===== src/design/aprb_ram.sv =====
// Simple dual-port synchronous RAM, one write and one registered read port.
// No dependencies.
`default_nettype none

module aprb_ram #(
  parameter int Width = 32,
  parameter int Depth = 64
) (
  input  wire logic                     clk,
  input  wire logic                     we,
  input  wire logic [$clog2(Depth)-1:0] waddr,
  input  wire logic [Width-1:0]         wdata,
  input  wire logic [$clog2(Depth)-1:0] raddr,
  output logic      [Width-1:0]         rdata
);

  logic [Width-1:0] mem [Depth];

  always_ff @(posedge clk) begin
    if (we) begin
      mem[waddr] <= wdata;
    end
    rdata <= mem[raddr];
  end

endmodule

`default_nettype wire


===== config.mk =====
export PLATFORM = sky130hd
export DESIGN_NAME = aprb_ram
export DESIGN_NICKNAME = d
export VERILOG_FILES = /design/src/design/aprb_ram.sv
export SDC_FILE = /design/constraint.sdc
export NUM_CORES = 2
export LEC_CHECK = 0
export BUFFER_PORTS_ARGS = -buffer_cell sky130_fd_sc_hd__buf_2
export CAP_MARGIN = 20
export CORE_MARGIN = 2
export CORE_UTILIZATION = 35
export DETAILED_ROUTE_END_ITERATION = 8
export RECOVER_POWER = 25
export SYNTH_ARGS = -nofsm -noshare
export SYNTH_HDL_FRONTEND = slang
export SYNTH_SLANG_ARGS = --single-unit
export TNS_END_PERCENT = 30

===== constraint.sdc =====
create_clock -name clk -period 4.69 [get_ports clk]
set_input_delay 0.2345 -clock clk [delete_from_list [all_inputs] [get_ports clk]]
set_output_delay 0.2345 -clock clk [all_outputs]
set_load 0.01 [all_outputs]

# Yosys cells after proc, flatten, opt, wreduce, memory -nomap -nowiden

Memories as Yosys holds them, arrays and structs flattened. A register that Yosys moved wholly into a read port is not among the register bits.
Index checks and enable logic that the tools add are counted.

Memories kept: 1
Logic and storage cells: 3
Register bits: 0
Bits in writable memories: 2048
Input bits: 46
Output and inout bits: 32

Memories:

| name | words | width | read ports | clocked after Yosys merged registers in | wr ports | line | source |
|---|---|---|---|---|---|---|---|
| mem  | 64    | 32    | 1          | 1                                       | 1        | 17   | `logic [Width-1:0] mem [Depth];` |

Mux-type cells: 2

Operators by type and width:

| kind             | count |
|---|---|
| 2-to-1 mux 1 bit | 2 |

# Longest topological paths before layout

Depth in word-level cells: 2
Depth in mapped cells: 10
Mapped depth without buffers: 5

# Worst setup path after synthesis

OpenSTA, ideal clock, no wires.

Path type: input -> register
Start: in waddr[3]
End: mem mem[48][0] (enable)
Library setup time: 0.461 ns
Stages on the path: 4
Path buffers: 1
Arrival time: 2.933 ns
Path slack: 1.296 ns
Data required time: 4.229 ns
Cells stage by stage: clkbuf_1 nor2b_1 nand4b_1 nor3_1

RTL lines:

| element         | line | source |
|---|---|---|
| start, declared | 11   | `input wire logic [$clog2(Depth)-1:0] waddr,` |
| end, declared   | 17   |  |

Straight into the memory's write port.

# Worst setup path in the final report

Start: in waddr[1]
End: mem mem[7][9] (enable)

Straight into the memory's write port.

==> run summary <==
The area growth from synthesis to layout came out at 15.4%. The final cycle utilization of the critical path came out at around 63%. Routability-driven placement finished with a final weighted congestion of between 0.8 and 0.9. The number of primary I/O pins is just under 80.

The worst clock skew came out at between 0.02 and 0.03 ns. The kind of launch point of the worst setup path is an input port. The maximum number of pins on one net before global-route repair is 70. For the worst setup path, the data arrival time is between 3 and 4 ns. The core outline area came out at 223000 um^2.

The first-pass GRT wire length came out at around 290000 um. Among all stages on the critical path, the largest delay is contributed by nor2_4. The final layout net count came out at between 3k and 4k. Dividing the detail-routed wire length by the instance count gives ~31 um. The count of endpoints failing setup in the final report came out at 0. The maximum VDD drop is roughly 420 uV.

The number of buffers inserted by post-CTS setup repair came out at 0. The final standard cell utilization of the core is 40.7%. The worst hold path belongs to the class in -> reg. The overall global routing resource usage came out at 18.1%. The number of slew-limit violations in the final report came to roughly 1.7k.

In the final timing run, aggregate negative setup slack is 0 ns. The leakage power of the design came out at around 28 nW. The detailed router finished its first iteration with between 4k and 5k violations.

The setup slack at placement is 0.836 ns. The maximum clock rate is between 300 and 400 MHz. The combined buffer and inverter count along the critical path is 3. The reported max-cap violation count is 26. Yosys attributes the largest share of cell area to edfxtp_1, mux4_2, mux2i_1. The post-detailed-route DRC marker count came out at 0.

The clock tree from TritonCTS is done. Net switching is between 20% and 30% of the power. The part of the power in combinational logic came out at between 5 and 6%. The total wirelength of the detailed-routed design is approximately 210000 um. The sequential share of power came out at between 50% and 60%. Wire segments on met2 add up to between 100000 and 150000 um in the final route.

The largest total area in the synthesized netlist belongs to edfxtp_1. The via count of the first global-routing pass came out at around 37k. The number of antenna-violating nets in the routed design is 0. The fraction of layout instances using a drive strength above 1 came out at 30.7%. The total number of vias is 37.1k. The number of buffers on the longest clock path came out at 3. The sequential standard cell area came out at just over 60000 um^2. The mean cell area of the mapped netlist came out at roughly 24 um^2. The post-place instance area is approximately 84000 um^2. The number of placed instances, taps included, is between 6k and 7k.

The number of clock buffers inserted by TritonCTS came out at 203. The initial core utilization is between 30% and 40%. The number of I/O port buffers is 77. The commonest cells after synthesis are edfxtp_1, mux4_2, nor2_1.

The final reports fail on max-capacitance violations, max-slew violations. The part of the total power dissipated in the clock network came out at a little over 40%. In the detailed route, the total length drawn on met3 is about 16000 um. The worst path needs approximately 3 ns of the cycle, external delays included.

The net count after synthesis is around 3.4k. The total congestion overflow after global routing came out at 0. The total of hold buffers inserted after clock tree synthesis came out at 4. The first TritonRoute pass finished after 5 iterations. The number of antenna violations at the first check in global routing came out at 23. The top layer reached by signal wires is met5. The required time at the worst-slack endpoint came out at 5.21 ns. The latest clock arrival within the worst-skew pair came out at roughly 0.85 ns.

The non-filler instance count after layout came out at roughly 6.8k. The share of the synthesized area in the top cell type came out at 78.3%. Among cell families on the critical path, the largest total delay comes from simple AND/OR/NAND/NOR gates. The post-DP HPWL came out at 122000 um. The sequential share of the synthesized area is 79.1%. The detailed-route wire length on metal 1 is about 86000 um. The count of flip-flops with a built-in enable after synthesis is 2048. The net switching power came out at 8.36 mW. The die covers around 230000 um^2.

The critical path goes through dlygate4sd3_1, buf_2, nand4_1, nor2_4, buf_4. The warning count from the yosys run is 0. The run finished, with violations left. The worst pin sits at a relative slew slack of -135%. The most used flip-flop cell after synthesis is edfxtp_1. The total power draw came out at roughly 40 mW.

The number of vias per cell after detailed routing came out at 5.46. The cell sitting at the root of the clock tree is a clkbuf_16. In the final layout, the multi-input gates occupy approximately 16000 um^2. The maximum fanout encountered on the critical timing path came out at 23. The worst setup path category is in -> reg. The worst setup path is captured at a register. In this run the power density over the cells is 429 nW/um^2. Setup repair after global routing left no endpoint under its margin. The total number of clock tree sinks came out at between 2k and 2.5k. The largest single stage delay on the critical path is ~1.1 ns.

The count of fill cells added during filler insertion came out at roughly 19k. The async set or reset register ratio after synthesis is 0%. The synthesized netlist occupies a cell area of about 79000 um^2. The internal power came out at roughly 30 mW. The synthesized netlist cell count is about 3.3k. The die extent in x is roughly 480 um. The final worst-path setup slack came out at 1.75 ns. The number of gates resized after CTS came out at 0. The worst hold margin came out at between 0.15 and 0.2 ns. The number of distinct standard cells referenced by the synthesized netlist came out at 34. The synthesized design contains 2080 register bits.

The die extent in y is 478 um. Clock-pin slew was measured on the worst setup and hold paths at 0.06 ns. The final design area excluding fillers came out at around 91000 um^2.

The slew at the pin closest to its max-slew limit is ~3.5 ns. In this run the core area contains approximately 170 standard-cell rows. The CTS H-tree depth came out at 4.

The most frequent cell after synthesis is edfxtp_1. The count of endpoints failing hold in the final timing report is 0.
sequential cells by signal (all words and copies together), names as in the netlist:
register,cells
rdata,32
mem,2048
worst register-to-register path, stage by stage, from the launching register on:
cell      delay [ns]
edfxtp_1        0.35
mux4_2          0.53
mux4_2          0.55
o22ai_1         0.63
nor2_1          0.22
power groups by stage:
stage	sequential [mW]	clock, mW	combinational (mW)
floorplan	21.0	0	1.00
global placement	21.1	0	1.98
detailed placement	21.1	0	2.00
CTS	20.7	16.3	2.01
global route	20.7	17.0	2.09
finish	20.7	16.1	1.98
kinds of logic after synthesis:
kind of cell / after synthesis / synth area share, %
AO/OA/AOI/OAI: 202 / 1.67
buffers and inverters: 182 / 1.13
flip-flops: 2080 / 79.1
multiplexers: 637 / 16.8
AND/OR/NAND/NOR: 223 / 1.27
final timing paths:
path                    startpoint               endpoint  slack [ns]  depth (start not counted)
max                       waddr[1]    mem[7][9]$_DFFE_PP_        1.75                          5
min                      wdata[14]  mem[15][14]$_DFFE_PP_        0.17                          2
max reg2reg  mem[27][25]$_DFFE_PP_      rdata[25]$_DFF_P_        2.25                          4
min reg2reg  mem[28][20]$_DFFE_PP_      rdata[20]$_DFF_P_        0.77                          4
cells in the final DEF, fill, tap and decap left out, types with 53 or more instances in the layout:
master | synthesis | routed
nor2_4 | 0 | 62
clkbuf_16 | 0 | 206
buf_4 | 25 | 154
a21oi_1 | 62 | 62
mux4_2 | 544 | 544
buf_2 | 57 | 70
nor2_1 | 137 | 75
edfxtp_1 | 2048 | 2048
clkbuf_1 | 74 | 72
mux2i_1 | 93 | 93
o22ai_1 | 84 | 84
clkinv_2 | 0 | 53
final cells by class:
type	count	area share (%)
antenna	6	0.0166
timing repair buffer	286	2.41
clock buffer	265	6.11
sequential	2080	68.6
clock inverter	115	1.17
tap	2975	4.11
multi-input combinational	1062	17.6
per-layer routing:
| layer | vias up | global-route usage, % |
|---|---|---|
| met2 | 1611 | 29.0 |
| met1 | 20200 | 25.2 |
| met4 | 14 | 5.57 |
| li1 | 14900 | - |
| met5 | - | 0 |
| met3 | 266 | 3.40 |
Note: power is estimated with default switching activity, not from simulation.
