### src/design/aprb_pkg.sv
// Package for the aging point ring buffer.
// Holds request and result structs, operation codes and register indexes.
// No dependencies.
`default_nettype none

package aprb_pkg;

  localparam int CFG_INDEX_W = 4;

  localparam logic [CFG_INDEX_W-1:0] REG_MAX_POINTS = 4'd0;
  localparam logic [CFG_INDEX_W-1:0] REG_LIFETIME   = 4'd1;

  localparam logic [2:0] OP_ADD    = 3'd0;
  localparam logic [2:0] OP_AGE    = 3'd1;
  localparam logic [2:0] OP_EXPIRE = 3'd2;
  localparam logic [2:0] OP_CLEAR  = 3'd3;
  localparam logic [2:0] OP_READ   = 3'd4;

  localparam logic [6:0]  MAX_POINTS_RESET = 7'd64;
  localparam logic [31:0] LIFETIME_RESET   = 32'd65536;

  typedef struct packed {
    logic [2:0]         operation;
    logic signed [31:0] pos_x;
    logic signed [31:0] pos_y;
    logic [31:0]        delta_time;
    logic [5:0]         read_index;
  } in_item_t;

  typedef struct packed {
    logic signed [31:0] point_x;
    logic signed [31:0] point_y;
    logic [31:0]        point_age;
    logic               index_valid;
    logic [6:0]         point_count;
  } out_item_t;

  typedef struct packed {
    logic [6:0]  max_points;
    logic [31:0] lifetime;
  } cfg_t;

endpackage

`default_nettype wire

### src/design/aprb_ctrl.sv
// Sequencer of the aging point ring buffer: head, count, walks and result register.
// Depends on aprb_pkg; drives the point and age RAMs.
`default_nettype none

module aprb_ctrl import aprb_pkg::*; #(
  parameter int Capacity = 64,
  parameter int Aw = 6,
  parameter int Cw = 7
) (
  input  wire logic          clk,
  input  wire logic          rst,
  input  wire cfg_t          cfg,
  input  wire logic          in_valid,
  output logic               in_stall,
  input  wire in_item_t      in_data,
  output logic               out_valid,
  input  wire logic          out_stall,
  output out_item_t          out_data,
  output logic               pt_we,
  output logic [Aw-1:0]      pt_waddr,
  output logic [63:0]        pt_wdata,
  output logic [Aw-1:0]      pt_raddr,
  input  wire logic [63:0]   pt_rdata,
  output logic               age_we,
  output logic [Aw-1:0]      age_waddr,
  output logic [31:0]        age_wdata,
  output logic [Aw-1:0]      age_raddr,
  input  wire logic [31:0]   age_rdata
);

  localparam int Sw = Cw + 1;

  typedef enum logic [2:0] {
    S_IDLE,
    S_AGE,
    S_EXP_RD,
    S_EXP_CHK,
    S_READ,
    S_FINISH
  } state_t;

  state_t             state, state_next;
  logic [Aw-1:0]      head, head_next;
  logic [Cw-1:0]      count, count_next;
  logic [Cw-1:0]      idx, idx_next;
  logic               pend, pend_next;
  logic [Aw-1:0]      pend_slot, pend_slot_next;
  logic [31:0]        dt, dt_next;
  logic signed [31:0] res_x, res_x_next;
  logic signed [31:0] res_y, res_y_next;
  logic [31:0]        res_age, res_age_next;
  logic               res_valid, res_valid_next;
  logic               out_valid_next;
  out_item_t          out_data_next;

  logic [Cw-1:0]      lim;
  logic [Aw-1:0]      slot;
  logic [Aw-1:0]      head_adv;
  logic [32:0]        age_sum;

  function automatic logic [Aw-1:0] wrap(input logic [Sw-1:0] s);
    logic [Sw-1:0] r;
    r = s;
    if (s >= Sw'(Capacity)) begin
      r = s - Sw'(Capacity);
    end
    return r[Aw-1:0];
  endfunction

  assign in_stall = (state != S_IDLE);

  always_comb begin
    if (cfg.max_points == 7'd0) begin
      lim = Cw'(1);
    end else if (cfg.max_points > Capacity) begin
      lim = Cw'(Capacity);
    end else begin
      lim = Cw'(cfg.max_points);
    end
  end

  assign age_sum = {1'b0, age_rdata} + {1'b0, dt};

  always_comb begin
    state_next     = state;
    head_next      = head;
    count_next     = count;
    idx_next       = idx;
    pend_next      = pend;
    pend_slot_next = pend_slot;
    dt_next        = dt;
    res_x_next     = res_x;
    res_y_next     = res_y;
    res_age_next   = res_age;
    res_valid_next = res_valid;
    out_valid_next = out_valid;
    out_data_next  = out_data;
    pt_we          = 1'b0;
    pt_waddr       = '0;
    pt_wdata       = '0;
    pt_raddr       = '0;
    age_we         = 1'b0;
    age_waddr      = '0;
    age_wdata      = '0;
    age_raddr      = '0;
    slot           = '0;
    head_adv       = '0;

    if (out_valid && !out_stall) begin
      out_valid_next = 1'b0;
    end

    unique case (state)
      S_IDLE: begin
        if (in_valid) begin
          dt_next        = in_data.delta_time;
          res_x_next     = '0;
          res_y_next     = '0;
          res_age_next   = '0;
          res_valid_next = 1'b0;
          state_next     = S_FINISH;
          case (in_data.operation)
            OP_ADD: begin
              if (count < lim) begin
                slot       = wrap(Sw'(head) + Sw'(count));
                count_next = count + Cw'(1);
              end else begin
                head_adv  = wrap(Sw'(head) + Sw'(1));
                head_next = head_adv;
                slot      = wrap(Sw'(head_adv) + Sw'(lim) - Sw'(1));
              end
              pt_we     = 1'b1;
              pt_waddr  = slot;
              pt_wdata  = {in_data.pos_x, in_data.pos_y};
              age_we    = 1'b1;
              age_waddr = slot;
              age_wdata = '0;
            end
            OP_AGE: begin
              idx_next   = '0;
              pend_next  = 1'b0;
              state_next = S_AGE;
            end
            OP_EXPIRE: begin
              state_next = S_EXP_RD;
            end
            OP_CLEAR: begin
              head_next  = '0;
              count_next = '0;
            end
            OP_READ: begin
              if (in_data.read_index < count) begin
                slot       = wrap(Sw'(head) + Sw'(in_data.read_index));
                pt_raddr   = slot;
                age_raddr  = slot;
                state_next = S_READ;
              end
            end
            default: begin
            end
          endcase
        end
      end
      S_AGE: begin
        if (idx < count) begin
          slot           = wrap(Sw'(head) + Sw'(idx));
          age_raddr      = slot;
          idx_next       = idx + Cw'(1);
          pend_next      = 1'b1;
          pend_slot_next = slot;
        end else begin
          pend_next = 1'b0;
        end
        if (pend) begin
          age_we    = 1'b1;
          age_waddr = pend_slot;
          age_wdata = age_sum[32] ? 32'hFFFF_FFFF : age_sum[31:0];
        end
        if (idx == count && !pend) begin
          state_next = S_FINISH;
        end
      end
      S_EXP_RD: begin
        if (count == '0) begin
          state_next = S_FINISH;
        end else begin
          age_raddr  = head;
          state_next = S_EXP_CHK;
        end
      end
      S_EXP_CHK: begin
        if (age_rdata > cfg.lifetime) begin
          head_next  = wrap(Sw'(head) + Sw'(1));
          count_next = count - Cw'(1);
          state_next = S_EXP_RD;
        end else begin
          state_next = S_FINISH;
        end
      end
      S_READ: begin
        res_x_next     = pt_rdata[63:32];
        res_y_next     = pt_rdata[31:0];
        res_age_next   = age_rdata;
        res_valid_next = 1'b1;
        state_next     = S_FINISH;
      end
      S_FINISH: begin
        if (!out_valid || !out_stall) begin
          out_valid_next            = 1'b1;
          out_data_next.point_x     = res_x;
          out_data_next.point_y     = res_y;
          out_data_next.point_age   = res_age;
          out_data_next.index_valid = res_valid;
          out_data_next.point_count = 7'(count);
          state_next                = S_IDLE;
        end
      end
      default: begin
        state_next = S_IDLE;
      end
    endcase
  end

  always_ff @(posedge clk) begin
    if (rst) begin
      state     <= S_IDLE;
      head      <= '0;
      count     <= '0;
      idx       <= '0;
      pend      <= 1'b0;
      out_valid <= 1'b0;
    end else begin
      state     <= state_next;
      head      <= head_next;
      count     <= count_next;
      idx       <= idx_next;
      pend      <= pend_next;
      out_valid <= out_valid_next;
    end
    pend_slot <= pend_slot_next;
    dt        <= dt_next;
    res_x     <= res_x_next;
    res_y     <= res_y_next;
    res_age   <= res_age_next;
    res_valid <= res_valid_next;
    out_data  <= out_data_next;
  end

endmodule

`default_nettype wire

### config.mk
export PLATFORM = sky130hd
export DESIGN_NAME = aprb_ctrl
export DESIGN_NICKNAME = d
export VERILOG_FILES = /design/src/design/aprb_pkg.sv /design/src/design/aprb_ctrl.sv
export SDC_FILE = /design/constraint.sdc
export NUM_CORES = 1
export LEC_CHECK = 0
export BUFFER_PORTS_ARGS = -buffer_cell sky130_fd_sc_hd__buf_4
export CORE_AREA = 10 10 173 175
export CTS_BUF_LIST = sky130_fd_sc_hd__clkbuf_4
export CTS_CLUSTER_SIZE = 16
export DETAILED_ROUTE_END_ITERATION = 10
export DIE_AREA = 0 0 183 185
export PLACE_DENSITY = 0.95
export SYNTH_ARGS = -nofsm -noshare
export SYNTH_HDL_FRONTEND = slang
export SYNTH_SLANG_ARGS = --single-unit
### constraint.sdc
create_clock -name clk -period 15.65 [get_ports clk]
set_input_delay 2.3475 -clock clk [delete_from_list [all_inputs] [get_ports clk]]
set_output_delay 2.3475 -clock clk [all_outputs]
set_load 0.05 [all_outputs]
### After elaboration in Yosys (flattened, before gate mapping)

Index checks and enable logic that the tools add are counted.

* register bits: 264
* bits of input ports: 244
* output and inout bits: 228
* logic and storage cells: 154

* reductions and logical operators: 23
* equal/unequal tests: 19
* $add $sub $neg: 15
* magnitude comparators: 10
* mux-type cells: 70

Operators with widths (number)
* 2-to-1 mux 64 bit: 3
* case mux 32 bit (2 select lines): 3
* 2-to-1 mux 6 bit: 23
* 2-to-1 mux 32 bit: 4
* 2-to-1 mux 7 bit: 8
* case mux 7 bit (2 select lines): 3
* case mux 6 bit (2 select lines): 3
* adder 32 x 32 -> 33 bit: 1
* greater-than comparator 32 bit: 1
* subtractor 6 x 1 -> 6 bit (second input constant): 5
* adder 6 x 7 -> 8 bit: 3
* >= comparator 8 x 7 -> 1 bit (second input constant): 3
* case mux 3 bit (6 select lines): 1
* case mux 6 bit (3 select lines): 1
* 2-to-1 mux 3 bit: 5
* adder 7 x 1 -> 7 bit (second input constant): 2
* >= comparator 7 bit (second input constant): 2
* logical NOT 7 bit: 2
* less-than comparator 7 bit: 2
* == test 3 x 2 -> 1 bit (second input constant): 4
* 2-to-1 mux 1 bit: 12
* != test 2 bit (second input constant): 5
* AND reduction 5 bit: 2
* == test 3 bit (second input constant): 3
* 22 further kinds: 36

### Longest topological paths before layout

* depth after elaboration: 16
* depth in mapped cells: 13
* gate-level depth less buffers: 13

### Worst setup path after synthesis

Ideal clock, no wire load.

* path type: input to register
* start point: in out_stall
* end point: reg out_data[0] (netlist bit) (enable)
* buffers on the path: 0
* arrival time: 7.256 ns
* path slack: 7.793 ns
* cell stages on the path: 1
* required time: 15.050 ns
* setup time: 0.600 ns
* cells stage by stage: a21oi_1

* cells in the longest elaborated chain, start to end: 3

RTL lines
* from (decl): RTL line aprb_ctrl.sv:17 `input wire logic out_stall,`
* logical NOT 1 bit: RTL line aprb_ctrl.sv:208 `if (!out_valid || !out_stall) begin`
* logical OR 1 bit: RTL line aprb_ctrl.sv:208
* AND reduction 2 bit (no source line)
* to (signal assigned): RTL line aprb_ctrl.sv:246 `out_data <= out_data_next;`
* to (decl): RTL line aprb_ctrl.sv:18 `output out_item_t out_data,`

Every way passes these cells.
A chain may end at the register's enable or synchronous reset.

### Worst setup path in the final report

* start point: in age_rdata[0]
* end point: out age_wdata[0]

* cells in the longest elaborated chain, start to end: 4

RTL lines
* from (decl): RTL line aprb_ctrl.sv:28 `input wire logic [31:0] age_rdata`
* adder 32 x 32 -> 33 bit: RTL line aprb_ctrl.sv:82 `assign age_sum = {1'b0, age_rdata} + {1'b0, dt};`
* 2-to-1 mux 32 bit: RTL line aprb_ctrl.sv:177 `age_wdata = age_sum[32] ? 32'hFFFF_FFFF : age_sum[31:0];`
* 2-to-1 mux 32 bit: RTL line aprb_ctrl.sv:174 `if (pend) begin`
* 2-to-1 mux 32 bit
* to (decl): RTL line aprb_ctrl.sv:26 `output logic [31:0] age_wdata,`

Every way passes these cells.

==> flow_metrics.tcl <==
set metrics [dict create \
    status "finished clean" \
    rows 60 \
    synth_warnings 0 \
    drcViolationCount 0 \
    vias 12320 \
    worst_pin_slew_ps 1186 \
    core_mm2 0.02658 \
    grt_pass1_wl_um 75500 \
    fin_crit_sh_pct 51.12 \
    post_cts_buffers 0 \
    cp_max_fo 31 \
    routed_via_density 5.905 \
    initial_core_util_pct 52.94 \
    grt_usage_pct 29.18 \
    power.share.clock_pct 24.5 \
    hold_path_depth 0 \
    rsz0062_at_grt "no" \
    insertion_delay_ps 710 \
    power_density_mw_per_mm2 129.9 \
    synth_fp_nets 1552 \
    root_buffer "clkbuf_4" \
    finalSetupTns_ps 0 \
    die_area_mm2 0.03386 \
    yosysSeqAreaShare_pct 54.57 \
    nNetsFinal 2062 \
    path_clk_slew_ps 70 \
    cp_top_family "compound AO/OA/AOI/OAI gates" \
    hp-start "res_age[24]" \
    max_freq_mhz 125.0 \
    cts_resized 0 \
    reg2reg_to "idx[5]" \
    cp.required_ps 13300 \
    yosys-top-cells-area "edfxtp_1 51%, ha_1 9.9%, and2_1 7.2%, dfxtp_1 3.6%, a21oi_1 3.1%" \
    final_cell_mix "478 x buf_4, 239 x edfxtp_1, 161 x and2_1" \
    crit_cells 13 \
    p_sw_mw 0.8952 \
    yosys.area.top_type "edfxtp_1" \
    syn_area_per_cell_um2 11.80 \
    area_delta_synth_final_pct 33.50 \
    hold_slack_ps 392.6 \
    reg2regPathDepth 9 \
    r2r_setup_slack_ps 12460 \
    ir_drop_uv 71.11 \
    cap_violations 0 \
    syn_inst 1192 \
    cts_buffers 68 \
    p_seq_share_pct 43.8 \
    p_comb_share_pct 31.6 \
    switching_share_pct 36.69 \
    dr.pass1.iters 6 \
    synth_top_area_share_pct 51.01 \
    cts_tree "done" \
    async_flop_share_pct 0 \
    grt-ovfl-total 0 \
    io_buffers 471 \
    fp.dieH_um 185 \
    drv_slew 0 \
    synth_edf_count 239 \
    worst-path-buf-inv 4 \
    finalPower_mw 2.440 \
    power_leakage_nw 8.449 \
    die_w_um 183 \
    cts_buffer_depth 3 \
    gp_congestion 0.9283 \
    cts_max_level 3 \
    critPathMaxStageDelay_ps 930 \
    clock_sinks 264 \
    routedWlPerCell_um 24.62 \
    finalHoldViolCount 0 \
    report.final.setup_viol 0 \
    routed_wl_um 51380 \
    r2r-start "count[1]" \
    skew_ps 60.08 \
    drive_gt1_share_pct 35.05 \
    worstHoldPathType "register to register" \
    slowest_stage "a31oi_4" \
    syn-cell-area_mm2 0.01407 \
    postCtsHoldBufs 0 \
    drt_iter0_drc 1235 \
    first_global_vias 12670 \
    postRouteAntennaNets 0 \
    crit_type "input port to primary output" \
    end_kind "primary output" \
    ys.flop_type "edfxtp_1" \
    relSlewSlack_pct 20.74 \
    io_pins 472 \
    holdPathEnd "out_data[32]" \
    yosysUniqueCellTypes 78 \
    fin_crit_ps 8000 \
    antenna_found_initial 4 \
    critPathArrivalTime_ps 5650 \
    final_common_cell "buf_4" \
    power.internal_mw 1.544 \
    hpwlAfterDp_um 39750 \
    critPathLaunchType "input port" \
    grt_max_degree 96 \
    cp_cell_sequence "buf_4 -> ha_1 -> inv_1 -> fa_1 -> nor2b_1 -> o31a_1 -> o211ai_1 -> a41o_1 -> nand3_1 -> a31oi_4 -> inv_1 -> o21a_1 -> buf_4" \
    ys_ff_latch 264 \
]
==> cells in the mapped netlist, types with 22 or more instances <==
master,instances
nor2_1,62
edfxtp_1,239
nand2_1,52
o21ai_0,32
ha_1,111
and2_1,161
a21o_1,37
dfxtp_1,25
clkbuf_1,29
nand3_1,22
xnor2_1,34
a21oi_1,87
xor2_1,23
inv_1,70
==> registers in the layout, summed over array words and instances, names as in the netlist <==
| register | count |
|---|---|
| pend | 1 |
| out_data | 104 |
| count | 7 |
| res_y | 32 |
| out_valid | 1 |
| state | 3 |
| idx | 7 |
| res_valid | 1 |
| pend_slot | 6 |
| res_age | 32 |
| dt | 32 |
| head | 6 |
| res_x | 32 |
==> final cells by class <==
| cell class | count | area, um^2 |
|---|---|---|
| Tap cell | 341 | 426.7 |
| Inverter | 71 | 266.5 |
| Fill cell | 1710 | 7794 |
| Multi-Input combinational cell | 819 | 5977 |
| Sequential cell | 264 | 7677 |
| Timing Repair Buffer | 478 | 3588 |
| Antenna cell | 3 | 7.507 |
| Clock buffer | 87 | 653.1 |
| Clock inverter | 24 | 185.2 |
==> worst max-delay path by stage <==
stage / slack (ps) / startpoint / endpoint
after floorplan: 7790 / out_stall / out_data[0]
after global placement: 7780 / age_rdata[0] / age_wdata[29]
after detailed placement: 7680 / age_rdata[0] / age_wdata[0]
after CTS: 7660 / age_rdata[0] / age_wdata[0]
after global routing: 7430 / age_rdata[0] / age_wdata[0]
final: 7650 / age_rdata[0] / age_wdata[0]
==> layer usage <==
| layer | up-vias | track usage [%] | routed length [um] |
|---|---|---|---|
| met4 | 2 | 12.33 | 2195 |
| met3 | 169 | 9.757 | 5809 |
| met5 | - | 0 | 13 |
| li1 | 5405 | - | - |
| met1 | 5819 | 29.36 | 16410 |
| met2 | 928 | 53.91 | 26950 |
==> power groups by stage <==
stage,combinational (mW),sequential [mW],clock [mW]
global route,0.819,1.08,0.643
CTS,0.765,1.07,0.608
finish,0.772,1.07,0.599
floorplan,0.381,1.18,0
detailed placement,0.756,1.08,0
global placement,0.736,1.06,0
==> metrics by stage <==
| stage | area (um^2) | instances | setup WS (ps) | util [%] |
|---|---|---|---|---|
| after global placement | 17940 | 1973 | 7777 | 67.49 |
| after floorplan | 14070 | 1192 | 7793 | - |
| after CTS | 18770 | 2084 | 7656 | 70.65 |
| final | 18780 | 2087 | 7650 | 70.67 |
| after detailed placement | 17940 | 1973 | 7679 | 67.49 |
| after global routing | 18780 | 2086 | 7427 | 70.66 |
==> logic make-up after synthesis <==
kind of cell | count (synthesis) | synth area share, %
and+or+nand+nor | 378 | 14.68
DFF | 264 | 54.57
AOI/OAI and AO/OA | 257 | 12.46
adders and majority gates | 116 | 10.58
buffers and inverters | 109 | 3.139
xor gates and xnor gates | 57 | 3.549
muxes | 11 | 1.014
Power figures use the tool's default switching activity.
